<file path="config.mk">
export PLATFORM = sky130hd
export DESIGN_NAME = keypad_combination_lock
export DESIGN_NICKNAME = d
export VERILOG_FILES = /design/src/kcl_pkg.sv /design/src/kcl_key_decode.sv /design/src/kcl_entry_fsm.sv /design/src/keypad_combination_lock.sv
export SDC_FILE = /design/constraint.sdc
export NUM_CORES = 1
export LEC_CHECK = 0
export BUFFER_PORTS_ARGS = -buffer_cell sky130_fd_sc_hd__buf_4
export CELL_PAD_IN_SITES_DETAIL_PLACEMENT = 0
export CELL_PAD_IN_SITES_GLOBAL_PLACEMENT = 1
export CORE_UTILIZATION = 36
export DETAILED_ROUTE_END_ITERATION = 8
export PLACE_DENSITY_LB_ADDON = 0.05
export SLEW_MARGIN = 20
export SYNTH_ARGS = -nofsm -noshare
export SYNTH_HDL_FRONTEND = slang
export SYNTH_SLANG_ARGS = --single-unit
</file>
<file path="constraint.sdc">
create_clock -name aclk -period 2.7 [get_ports aclk]
set_input_delay 0.405 -clock aclk [delete_from_list [all_inputs] [get_ports aclk]]
set_output_delay 0.405 -clock aclk [all_outputs]
set_load 0.02 [all_outputs]
</file>
<file path="src/kcl_pkg.sv">
// ----------------------------------------------------------------------------
// Keypad combination lock package
// Shared types, state codes and reset values for the combination lock.
// ----------------------------------------------------------------------------
package kcl_pkg;

    localparam int KeyW   = 4;
    localparam int MatrixW = 16;
    localparam int StepW  = 3;
    localparam int DigitCount = 5;
    localparam int CodeW  = KeyW * DigitCount;

    // Entry step codes.
    localparam logic [StepW-1:0] STEP_IDLE   = 3'd0;
    localparam logic [StepW-1:0] STEP_ARMED  = 3'd1;
    localparam logic [StepW-1:0] STEP_DIG1   = 3'd2;
    localparam logic [StepW-1:0] STEP_DIG2   = 3'd3;
    localparam logic [StepW-1:0] STEP_DIG3   = 3'd4;
    localparam logic [StepW-1:0] STEP_DIG4   = 3'd5;
    localparam logic [StepW-1:0] STEP_DIG5   = 3'd6;
    localparam logic [StepW-1:0] STEP_BEFORE = 3'd7;

    // Configuration register indexes.
    localparam logic [1:0] CFG_START_KEY = 2'd0;
    localparam logic [1:0] CFG_CODE_KEYS = 2'd1;

    localparam logic [KeyW-1:0]  START_KEY_RESET = 4'd11;
    localparam logic [CodeW-1:0] CODE_KEYS_RESET = 20'h51840;

    typedef struct packed {
        logic            valid;
        logic [KeyW-1:0] index;
    } key_t;

    typedef struct packed {
        logic [StepW-1:0] step;
        logic             unlocked;
        logic             progress;
        logic             idle;
    } lock_status_t;

endpackage

</file>
<file path="src/kcl_key_decode.sv">
// ----------------------------------------------------------------------------
// Keypad priority decoder
// Picks the lowest-indexed pressed key of the 4x4 matrix snapshot.
// ----------------------------------------------------------------------------
module kcl_key_decode
    import kcl_pkg::*;
(
    input  logic [MatrixW-1:0] key_matrix,
    output key_t               key
);

    always_comb begin
        key.valid = |key_matrix;
        key.index = '0;
        // Scan from the top so the lowest set bit is the last one to win.
        for (int i = MatrixW - 1; i >= 0; i--) begin
            if (key_matrix[i]) begin
                key.index = KeyW'(i);
            end
        end
    end

endmodule

</file>
<file path="src/kcl_entry_fsm.sv">
// ----------------------------------------------------------------------------
// Code entry state machine
// Tracks the entry step and LED flags; advances once per processed request.
// ----------------------------------------------------------------------------
module kcl_entry_fsm
    import kcl_pkg::*;
(
    input  logic             aclk,
    input  logic             aresetn,
    input  logic             advance,
    input  key_t             key,
    input  logic             lock_button,
    input  logic [KeyW-1:0]  start_key,
    input  logic [CodeW-1:0] code_keys,
    output lock_status_t     status_next
);

    logic [StepW-1:0] step_reg;
    logic             unlocked_reg;
    logic             progress_reg;
    logic             idle_reg;

    logic [StepW-1:0] step_next;
    logic             unlocked_next;
    logic             progress_next;
    logic             idle_next;
    logic [KeyW-1:0]  want;
    logic             is_start;

    assign is_start = key.valid && (key.index == start_key);

    always_comb begin
        case (step_reg)
            STEP_ARMED: want = code_keys[0*KeyW +: KeyW];
            STEP_DIG1:  want = code_keys[1*KeyW +: KeyW];
            STEP_DIG2:  want = code_keys[2*KeyW +: KeyW];
            STEP_DIG3:  want = code_keys[3*KeyW +: KeyW];
            STEP_DIG4:  want = code_keys[4*KeyW +: KeyW];
            default:    want = '0;
        endcase
    end

    always_comb begin
        case (step_reg)
            STEP_BEFORE, STEP_DIG5: step_next = STEP_IDLE;
            STEP_IDLE: step_next = is_start ? STEP_ARMED : STEP_IDLE;
            default: begin
                // The start key wins over a code digit of the same value.
                if (is_start) begin
                    step_next = STEP_ARMED;
                end else if (!key.valid) begin
                    step_next = step_reg;
                end else if (key.index == want) begin
                    step_next = step_reg + 3'd1;
                end else begin
                    step_next = STEP_IDLE;
                end
            end
        endcase
    end

    always_comb begin
        unlocked_next = unlocked_reg;
        progress_next = progress_reg;
        idle_next     = idle_reg;
        case (step_next)
            STEP_IDLE:  idle_next = 1'b1;
            STEP_ARMED: begin
                progress_next = 1'b1;
                idle_next     = 1'b0;
            end
            STEP_DIG1:  progress_next = 1'b0;
            STEP_DIG2:  progress_next = 1'b1;
            STEP_DIG3:  progress_next = 1'b0;
            STEP_DIG4:  progress_next = 1'b1;
            STEP_DIG5: begin
                unlocked_next = 1'b1;
                progress_next = 1'b0;
            end
            default: ;
        endcase
        if (lock_button) begin
            unlocked_next = 1'b0;
        end
    end

    always_ff @(posedge aclk) begin
        if (!aresetn) begin
            step_reg     <= STEP_BEFORE;
            unlocked_reg <= 1'b0;
            progress_reg <= 1'b0;
            idle_reg     <= 1'b0;
        end else if (advance) begin
            step_reg     <= step_next;
            unlocked_reg <= unlocked_next;
            progress_reg <= progress_next;
            idle_reg     <= idle_next;
        end
    end

    assign status_next.step     = step_next;
    assign status_next.unlocked = unlocked_next;
    assign status_next.progress = progress_next;
    assign status_next.idle     = idle_next;

endmodule

</file>
<file path="src/keypad_combination_lock.sv">
// An accepted input request passes the input register, then the result register, to m_tvalid.
// Throughput: one request per cycle unless m_tready stalls the result; an input
// register and a result register bracket the key decode and entry state machine,
// so both sides may stream. Reset (aresetn low, synchronous): channels empty, entry
// step before first tick, LED flags clear, start_key 11 and code_keys 0x51840.
// ----------------------------------------------------------------------------
// Keypad combination lock
// Decodes keypad snapshots and runs the combination entry machine.
// ----------------------------------------------------------------------------
module keypad_combination_lock
    import kcl_pkg::*;
(
    input  logic        aclk,
    input  logic        aresetn,
    // Input stream.
    input  logic        s_tvalid,
    output logic        s_tready,
    input  logic [23:0] s_tdata,   // key_matrix[15:0], lock_button[16], zero[23:17]
    // Result stream.
    output logic        m_tvalid,
    input  logic        m_tready,
    output logic [15:0] m_tdata,   // key_valid[0], key_index[4:1], entry_step[7:5],
                                   // unlocked_led[8], progress_led[9], idle_led[10],
                                   // zero[15:11]
    // Configuration writes.
    input  logic        cfg_valid,
    output logic        cfg_ready,
    input  logic [1:0]  cfg_index,
    input  logic [19:0] cfg_data
);

    logic               in_valid_reg;
    logic [MatrixW-1:0] in_matrix_reg;
    logic               in_button_reg;
    logic               out_valid_reg;
    logic [15:0]        out_data_reg;
    logic [KeyW-1:0]    start_key_reg;
    logic [CodeW-1:0]   code_keys_reg;

    logic               out_free;
    logic               advance;
    key_t               key;
    lock_status_t       status_next;

    assign out_free  = !out_valid_reg || m_tready;
    assign advance   = in_valid_reg && out_free;
    assign s_tready  = !in_valid_reg || out_free;
    assign cfg_ready = 1'b1;
    assign m_tvalid  = out_valid_reg;
    assign m_tdata   = out_data_reg;

    always_ff @(posedge aclk) begin
        if (!aresetn) begin
            start_key_reg <= START_KEY_RESET;
            code_keys_reg <= CODE_KEYS_RESET;
        end else if (cfg_valid) begin
            case (cfg_index)
                CFG_START_KEY: start_key_reg <= cfg_data[KeyW-1:0];
                CFG_CODE_KEYS: code_keys_reg <= cfg_data[CodeW-1:0];
                default: ;
            endcase
        end
    end

    always_ff @(posedge aclk) begin
        if (!aresetn) begin
            in_valid_reg <= 1'b0;
        end else if (s_tready) begin
            in_valid_reg <= s_tvalid;
        end
    end

    always_ff @(posedge aclk) begin
        if (s_tvalid && s_tready) begin
            in_matrix_reg <= s_tdata[MatrixW-1:0];
            in_button_reg <= s_tdata[MatrixW];
        end
    end

    kcl_key_decode u_decode (
        .key_matrix (in_matrix_reg),
        .key        (key)
    );

    kcl_entry_fsm u_fsm (
        .aclk        (aclk),
        .aresetn     (aresetn),
        .advance     (advance),
        .key         (key),
        .lock_button (in_button_reg),
        .start_key   (start_key_reg),
        .code_keys   (code_keys_reg),
        .status_next (status_next)
    );

    always_ff @(posedge aclk) begin
        if (!aresetn) begin
            out_valid_reg <= 1'b0;
        end else if (out_free) begin
            out_valid_reg <= in_valid_reg;
        end
    end

    always_ff @(posedge aclk) begin
        if (advance) begin
            out_data_reg <= {5'b0, status_next.idle, status_next.progress,
                             status_next.unlocked, status_next.step,
                             key.index, key.valid};
        end
    end

endmodule

</file>
* After elaboration in Yosys (flattened, before gate mapping) *
Index checks and enable logic that the tools add are counted.

storage, ports and cells
  output and inout port bits = 19
  input bits = 51
  flip-flop bits (word level) = 60
  logic and storage cells = 70

cells by class
  mux-type cells = 26
  add/subtract/negate cells = 1
  equal/unequal tests = 16
  reductions and logical operators = 16

operator list
  operator                                                          count
  4-bit two-way mux                                                 16
  3-bit == test (second input constant)                             7
  4-bit case mux with 5 select lines                                1
  16-bit OR reduction                                               1
  3-bit by 2-bit == test with 1-bit output (second input constant)  4
  3-bit two-way mux                                                 3
  4-bit == test                                                     2
  3-bit by 1-bit == test with 1-bit output (second input constant)  2
  3-bit logical NOT                                                 2
  3-bit case mux with 2 select lines                                1
  3-bit OR reduction                                                2
  1-bit case mux with 2 select lines                                2
  2-bit AND reduction                                               2
  3-bit by 1-bit adder with 3-bit output (second input constant)    1
  1-bit logical AND                                                 3
  1-bit two-way mux                                                 3
  2-bit by 1-bit == test with 1-bit output (second input constant)  1
  1-bit logical NOT                                                 2
  2-bit logical NOT                                                 1
  1-bit logical OR                                                  2
  2-bit OR reduction                                                1

* Longest topological paths before layout *
Gate-level depths: netlist of the first run.

  depth after elaboration = 24
  gate-level depth with buffers = 11
  depth with buffers taken out = 10

* Hierarchy *
Synthesis of the first run repeated with hierarchy kept, for this count alone.

unflattened totals
  cell total of the unflattened synthesis = 281
  area total of the unflattened synthesis = 2,931.6 um2

modules (own cells, without submodules)
  module                   sequential area each (um2)  area an instance (um2)  instances  cells an instance
  keypad_combination_lock  1,361.3                     1,970.6                 1          151
  kcl_entry_fsm            120.1                       784.5                   1          96
  kcl_key_decode           0.0                         176.4                   1          34

* Worst setup path before layout of the first run *
Ideal clock, no wire load.

  path type = reg-to-reg
  start = register u_fsm.step_reg[1]
  end = register out_data_reg[10], in the netlist m_tdata[10] (data pin)
  data arrival time = 2.446 ns
  library setup time = 0.260 ns
  setup slack = -0.006 ns
  buffers on the path = 1
  data required time = 2.440 ns
  stages on the path, launching flop included = 12
  clock period less this slack = 2.706 ns
  path through = dfxtp_1 -> inv_1 -> ha_1 -> clkbuf_1 -> a221oi_1 -> o21ai_0 -> mux2_2 -> and3_1 -> a32oi_4 -> nor2_4 -> nor2_1 -> mux2_2

RTL lines
  item                      line                            source
  start: declaration        kcl_entry_fsm.sv:18             logic [StepW-1:0] step_reg;
  start signal: assignment  kcl_entry_fsm.sv:94             step_reg <= step_next;
  end signal: assignment    keypad_combination_lock.sv:106  out_data_reg <= {5'b0, status_next.idle, status_next.progress,
  end: declaration          keypad_combination_lock.sv:36   logic [15:0] out_data_reg;

==> summary.txt, run 1 <==
Power
  • Pwr dens: 573 nW/um2
  • Clk pwr share: 0.408
  • Sw Share: 0.241
  • Leak: 0.00165 uW
  • Pint: 1780 uW
  • Max VDD drop: 261 uV
  • Power share of the sequential group: 0.441
  • Logic pwr share: 0.151
  • P_sw: 564 uW
  • Total power: 2340 uW

Synth
  • Ys flop type: dfxtp_1
  • Mapped cell area: 2820 um2
  • Mean Syn Cell Area: 9.78 um2
  • Post-synth EDFFs: 28
  • Synth unique cells: 51
  • Post-synth ARST share: 0
  • Synth Warn #: 0
  • Flops & latches, synth: 60
  • Sequential share of the synthesized area: 0.526
  • Syn Inst Count: 288

Layout
  • Share of cells above drive strength 1: 0.401
  • Fin area: 4090 um2
  • Finished Core Util: 0.552
  • Most common cell after layout, fill and taps aside: buf_4
  • Ant diodes: 0
  • Most frequent cells in the layout: buf_4, nand2_1, dfxtp_1
  • Max reg flops: 20
  • Final nets: 439
  • Synth-to-Final Area Change: 45.2%

Clocking
  • Worst-Skew Late Latency: 0.33 ns
  • Clock Pin Slew Worst Setup and Hold Paths: 0.07 ns
  • Num Clock Sinks: 60
  • Max Buffers Root-to-Sink: 2
  • TritonCTS clock tree: built
  • Total CTS buffers: 9
  • CTS Root Cell: clkbuf_8
  • # H-tree levels: 3

STA
  • Tightest Pin Transition: 0.818 ns
  • Period minus WS final: 2.67 ns
  • Unrepaired setup endpoints after global routing: true
  • Min Hold Slack: 0.243 ns
  • Maximum clock frequency: 374 MHz
  • Slew Viols, Final: 0
  • Skew final: 0.00864 ns
  • Period utilization: 0.990
  • Final setup viols: 0
  • Hold Fails Final Rpt: 0
  • Rel. slew slack: 0.454

Floorplanning
  • Ports: 70
  • Die width: 90.5 um
  • Die Ht: 90.5 um
  • Initial Utilization: 0.380
  • Row count: 31
  • Die area: 8180 um2
  • Core ar.: 7410 um2

Worst setup path
  • Reg2reg setup slack: 0.03 ns
  • Setup crit start: u_fsm.step_reg[0]
  • CP max FO: 4
  • CP Launch Type: flop
  • Worst Setup End Kind: flop
  • CP required: 2.78 ns
  • Crit Reg-Reg Startpoint: u_fsm.step_reg[0]
  • Worst R2R End: m_tdata[10]
  • Reg2reg path depth: 11
  • Worst EP arrival: 2.76 ns
  • Crit path to: m_tdata[10]
  • Worst Setup Path Type: flop to flop

GRT
  • GR Util All Layers: 0.162
  • Pin count of the biggest net entering global routing: 21
  • Initial antenna violation count: 0
  • First-pass GRT wire length: 10,400 um
  • Gr ovfl total: 0
  • Vias in the first global route: 2,184

Hold path
  • Hold Path Depth: 1
  • Tightest Hold Check Type: primary input to flop

Detailed routing
  • WL/cell: 13.8 um
  • Number of DRC markers in iteration 0: 70
  • Vias per Instance: 4.87
  • Routed Antenna Nets: 0
  • Final wirelength: 6730 um
  • Vias: 2,369
  • First-pass DRT Iterations: 4
  • Detailed-route DRC error count: 0

Placement
  • Placed Area: 3540 um2
  • DP HPWL: 4830 um
  • RePlAce Congestion: 0.799
  • I/O Buffers: 56

Flow run
  • MaxCap Viol Count: 0

Run status
  • Status: finished clean
-- power groups by stage --
stage	Clock, uW	Combinational [uW]	Sequential [uW]
3_5_place_dp	0	305	1050
6_report	957	354	1030
3_3_place_gp	0	301	1050
4_1_cts	971	310	1030
5_1_grt	1010	387	1040
2_1_floorplan	0	162	1050
-- final cells by class --
class	instances	area, um2
tap	99	124
fill	692	3320
inverter	15	56.3
timing repair buffer	93	709
sequential	60	1490
multi-input combinational	203	1460
clock buffer	16	254
-- cell families (layout without fill, tap and decap cells) --
family | count (synthesis) | after routing | share of synthesized area
other | 2 | 6 | 0.00267
AO/OA/AOI/OAI | 61 | 61 | 0.153
flip-flops | 60 | 60 | 0.526
buffers and inverters | 29 | 124 | 0.0471
AND/OR/NAND/NOR | 123 | 123 | 0.220
multiplexers | 4 | 4 | 0.0151
XOR/XNOR | 3 | 3 | 0.00933
adder cells (fa/ha/maj) | 6 | 6 | 0.0267
-- stage by stage --
step,cells,setup slack (ns),TNS (ns)
floorplan,292,0.0298,0
global placement,465,-0.0776,-0.201
detailed placement,465,-0.126,-0.341
CTS,482,-0.0240,-0.0240
global route,486,-0.106,-0.444
finish,486,0.0261,0
-- timing repair --
action	in CTS	in global routing
hold buffers	0	0
setup endpoints to repair	5	8
pin swaps	2	19
resized for setup	5	48
buffers inserted	1	4
-- synth_stat cells (all sizes together), types with 2 or more instances --
| cell type | number | area share |
|---|---|---|
| nand3b | 3 | 0.0080 |
| buf | 7 | 0.018 |
| o21ai | 10 | 0.018 |
| nor3b | 2 | 0.0053 |
| conb | 2 | 0.0027 |
| mux2i | 2 | 0.0071 |
| nor2b | 5 | 0.011 |
| nand3 | 10 | 0.018 |
| a32oi | 2 | 0.013 |
| nand2b | 2 | 0.0044 |
| o31ai | 2 | 0.0053 |
| nor4 | 3 | 0.017 |
| clkbuf | 7 | 0.0093 |
| inv | 13 | 0.017 |
| o211ai | 5 | 0.013 |
| nand2 | 58 | 0.081 |
| ha | 6 | 0.027 |
| nor3 | 8 | 0.014 |
| edfxtp | 28 | 0.30 |
| and2 | 2 | 0.0044 |
| nor2 | 22 | 0.032 |
| and3 | 2 | 0.0044 |
| a221oi | 9 | 0.028 |
| clkinv | 2 | 0.0027 |
| mux2 | 2 | 0.0080 |
| xor2 | 2 | 0.0062 |
| or4 | 3 | 0.012 |
| dfxtp | 32 | 0.23 |
| a21oi | 22 | 0.040 |
-- layer usage --
metal,part of all wire,vias to the layer above,routed length (um),track usage
li1,-,1205,-,-
met1,0.48,1085,3230,0.229
met2,0.45,67,3000,0.232
met3,0.055,12,372,0.0362
met4,0.018,0,124,0.0806
met5,0,-,0,0
-- critical path, stage by stage, from the launching register on --
cell and delay (ns):
dfxtp_4 0.38, inv_1 0.10, ha_4 0.19, a221oi_1 0.28, o21ai_1 0.12, buf_4 0.15, mux2_4 0.30, and3_4 0.19
a32oi_4 0.23, nor2_4 0.08, nor2_4 0.10, mux2_4 0.30
-- how the worst min path moves through the flow --
stage,to,start,slack (ns)
floorplan,code_keys_reg[0],code_keys_reg[0],0.44
global placement,code_keys_reg[8],code_keys_reg[8],0.45
detailed placement,code_keys_reg[15],code_keys_reg[15],0.45
CTS,in_matrix_reg[4],s_tdata[4],0.23
global route,in_matrix_reg[6],s_tdata[6],0.23
finish,in_matrix_reg[0],s_tdata[0],0.24
(Power assumes the default switching activity.)
==> run 2, diff against run 1 <==
ABC_AREA = 1   (was unset)
CORE_UTILIZATION = 35   (was 36)
==> summary.txt, run 2 <==
Clocking
  • Num Clock Sinks: 60 (unchanged)
  • CTS Root Cell: clkbuf_8 (unchanged)
  • Total CTS buffers: 9 (unchanged)
  • TritonCTS clock tree: built (unchanged)
  • Worst-Skew Late Latency: 0.34 ns (was 0.33 ns)
  • Post CTS Setup Buffer Count: 0 (was 1)
  • Clock Pin Slew Worst Setup and Hold Paths: 0.08 ns (was 0.07 ns)
  • Hold_buf cts: 0 (unchanged)
  • # H-tree levels: 3 (unchanged)
  • Max Buffers Root-to-Sink: 2 (unchanged)

Detailed routing
  • Routed Antenna Nets: 0 (unchanged)
  • Final wirelength: 6110 um (was 6730 um)
  • Detailed-route DRC error count: 0 (unchanged)
  • WL/cell: 12.0 um (was 13.8 um)
  • Number of DRC markers in iteration 0: 57 (was 70)
  • Vias: 2,294 (was 2,369)
  • First-pass DRT Iterations: 4 (unchanged)
  • Vias per Instance: 4.52 (was 4.87)

Placement
  • DP HPWL: 4490 um (was 4830 um)
  • RePlAce Congestion: 0.756 (was 0.799)
  • Post-Place Cells: 492 (was 465)
  • I/O Buffers: 56 (unchanged)

Floorplanning
  • Core ar.: 7890 um2 (was 7410 um2)
  • Row count: 32 (was 31)
  • Die width: 93.1 um (was 90.5 um)
  • Initial Utilization: 0.368 (was 0.380)
  • Die Ht: 93.1 um (was 90.5 um)
  • Ports: 70 (unchanged)
  • Die area: 8670 um2 (was 8180 um2)

STA
  • Slew Viols, Final: 0 (unchanged)
  • Post-route setup TNS: 0 ns (unchanged)
  • Hold Fails Final Rpt: 0 (unchanged)
  • Tightest Pin Transition: 0.699 ns (was 0.818 ns)
  • Skew final: 0.00904 ns (was 0.00864 ns)
  • Period minus WS final: 2.45 ns (was 2.67 ns)
  • Unrepaired setup endpoints after global routing: false (was true)
  • Final setup viols: 0 (unchanged)
  • Period utilization: 0.906 (was 0.990)
  • Min Hold Slack: 0.236 ns (was 0.243 ns)
  • Rel. slew slack: 0.533 (was 0.454)
  • Maximum clock frequency: 409 MHz (was 374 MHz)

Worst setup path
  • Reg2reg path depth: 16 (was 11)
  • CP max FO: 5 (was 4)
  • Worst R2R End: m_tdata[8] (was m_tdata[10])
  • Crit path cell chain: ha_1, ha_1, nand2_1, nand4_1, a31oi_2, xor2_1, nor2_1, nand2_1, nor2_4, nand4_1, nand2_1, nand2_1, nand3_1, nand2_1, nand2_2, inv_1 (was inv_1, ha_4, a221oi_1, o21ai_1, buf_4, mux2_4, and3_4, a32oi_4, nor2_4, nor2_4, mux2_4)
  • Crit Reg-Reg Startpoint: u_fsm.step_reg[0] (unchanged)
  • Worst path most repeated cell: nand2_1
  • CP Launch Type: flop (unchanged)
  • Reg2reg setup slack: 0.25 ns (was 0.03 ns)
  • Worst Setup Path Type: flop to flop (unchanged)
  • CP required: 2.81 ns (was 2.78 ns)
  • CP max stage delay: 0.36 ns (was 0.38 ns)
  • Worst Setup End Kind: flop (unchanged)
  • Worst EP arrival: 2.55 ns (was 2.76 ns)
  • Slowest stage cell, crit path: dfxtp_4 (unchanged)

Synth
  • Syn Inst Count: 342 (was 288)
  • Ys flop type: dfxtp_1 (unchanged)
  • Sequential share of the synthesized area: 0.510 (was 0.526)
  • Area leader, netlist: edfxtp_1 (unchanged)
  • Synth Warn #: 0 (unchanged)
  • Yosys top cell area share: 0.290 (was 0.299)
  • Synth unique cells: 38 (was 51)
  • Most common cell in the netlist: nand2_1 (unchanged)
  • Mean Syn Cell Area: 8.49 um2 (was 9.78 um2)
  • Post-synth EDFFs: 28 (unchanged)
  • Top cells by area, synth: edfxtp_1, dfxtp_1, nand2_1 (unchanged)
  • Mapped cell area: 2900 um2 (was 2820 um2)
  • Post-synth ARST share: 0 (unchanged)
  • Commonest cells in the netlist: nand2_1, nor2_1, inv_1 (was nand2_1, dfxtp_1, edfxtp_1)
  • Flops & latches, synth: 60 (unchanged)

GRT
  • First-pass GRT wire length: 10,800 um (was 10,400 um)
  • Pin count of the biggest net entering global routing: 27 (was 21)
  • Initial antenna violation count: 0 (unchanged)
  • Gr ovfl total: 0 (unchanged)
  • Vias in the first global route: 2,370 (was 2,184)
  • GR Util All Layers: 0.163 (was 0.162)

Hold path
  • Tightest Hold Check Type: primary input to flop (unchanged)
  • Hold Crit Start: s_tdata[1] (was s_tdata[0])
  • Hold EP: in_matrix_reg[1] (was in_matrix_reg[0])
  • Hold Path Depth: 1 (unchanged)

Power
  • Pwr dens: 629 nW/um2 (was 573 nW/um2)
  • Max VDD drop: 278 uV (was 261 uV)
  • Leak: 0.00175 uW (was 0.00165 uW)
  • Total power: 2300 uW (was 2340 uW)

Layout
  • Share of cells above drive strength 1: 0.276 (was 0.401)
  • Non-filler cells, final: 508 (was 486)
  • Final nets: 458 (was 439)
  • Ant diodes: 0 (unchanged)
  • Synth-to-Final Area Change: 26.1% (was 45.2%)
  • Most common cell after layout, fill and taps aside: nand2_1 (was buf_4)
  • Most frequent cells in the layout: nand2_1, buf_4, nor2_1 (was buf_4, nand2_1, dfxtp_1)
  • Max reg flops: 20 (unchanged)
  • Filler cells: 804 (was 692)

Flow run
  • MaxCap Viol Count: 0 (unchanged)

Run status
  • Status: finished clean (unchanged)
==> run 2: timing repair <==
| item | in CTS | in global routing |
|---|---|---|
| resized for setup | 0 | 8 |
| hold endpoints to repair | 0 | 0 |
| endpoints found under the setup margin | 0 | 6 |
==> run 2: stage by stage <==
stage	setup slack, ns	utilization	area (um2)
2_1_floorplan	0.477	-	2920
3_3_place_gp	0.161	0.430	3390
3_5_place_dp	0.166	0.430	3390
4_1_cts	0.148	0.461	3630
5_1_grt	0.0114	0.464	3660
6_report	0.254	0.464	3660
==> run 2: cell families after synthesis <==
group                    share of synthesized area
AND/OR/NAND/NOR                              0.270
buffers and inverters                       0.0961
flip-flops                                   0.510
AO/OA/AOI/OAI                               0.0866
adder cells (fa/ha/maj)                     0.0259
XOR/XNOR                                   0.00905
other                                      0.00259
==> run 2: worst max-delay path by stage <==
stage                       from     endpoint  depth (start not counted)
6_report       u_fsm.step_reg[0]   m_tdata[8]                         16
5_1_grt        u_fsm.step_reg[0]   m_tdata[8]                         16
4_1_cts        u_fsm.step_reg[1]  m_tdata[10]                         15
3_5_place_dp   u_fsm.step_reg[1]  m_tdata[10]                         15
3_3_place_gp   u_fsm.step_reg[0]   m_tdata[8]                         18
2_1_floorplan  u_fsm.step_reg[1]   m_tdata[9]                         16
==> run 2: layout make-up <==
class / count / area [um2] / share of cell area
clock inverter: 7 / 115 / 0.0314
inverter: 49 / 184 / 0.0502
timing repair buffer: 59 / 443 / 0.121
sequential: 60 / 1490 / 0.406
clock buffer: 9 / 124 / 0.0338
tap: 102 / 128 / 0.0348
multi-input combinational: 222 / 1180 / 0.323
==> run 2: routing by layer <==
metal  vias up  GRT usage  wire [um]
li1       1213          -          -
met5         -          0          0
met4         0     0.0885        120
met1      1031      0.198       2920
met2        41      0.268       2850
met3         9     0.0366        220
==> run 2: critical path, delay by kind of cell (launching register included) <==
family                     cells  cell delay [ns]
AOI/OAI and AO/OA              1             0.19
and+or+nand+nor               11             1.07
DFF                            1             0.36
xor gates and xnor gates       1             0.09
adders and majority gates      2             0.47
buffers and inverters          1             0.04
==> run 2: power breakdown <==
group | internal, uW | switching [uW] | leakage [uW]
combinational | 123 | 172 | 0.00111
sequential | 1010 | 24.9 | 0.000529
clock | 609 | 369 | 0.000115
total | 1740 | 566 | 0.00175
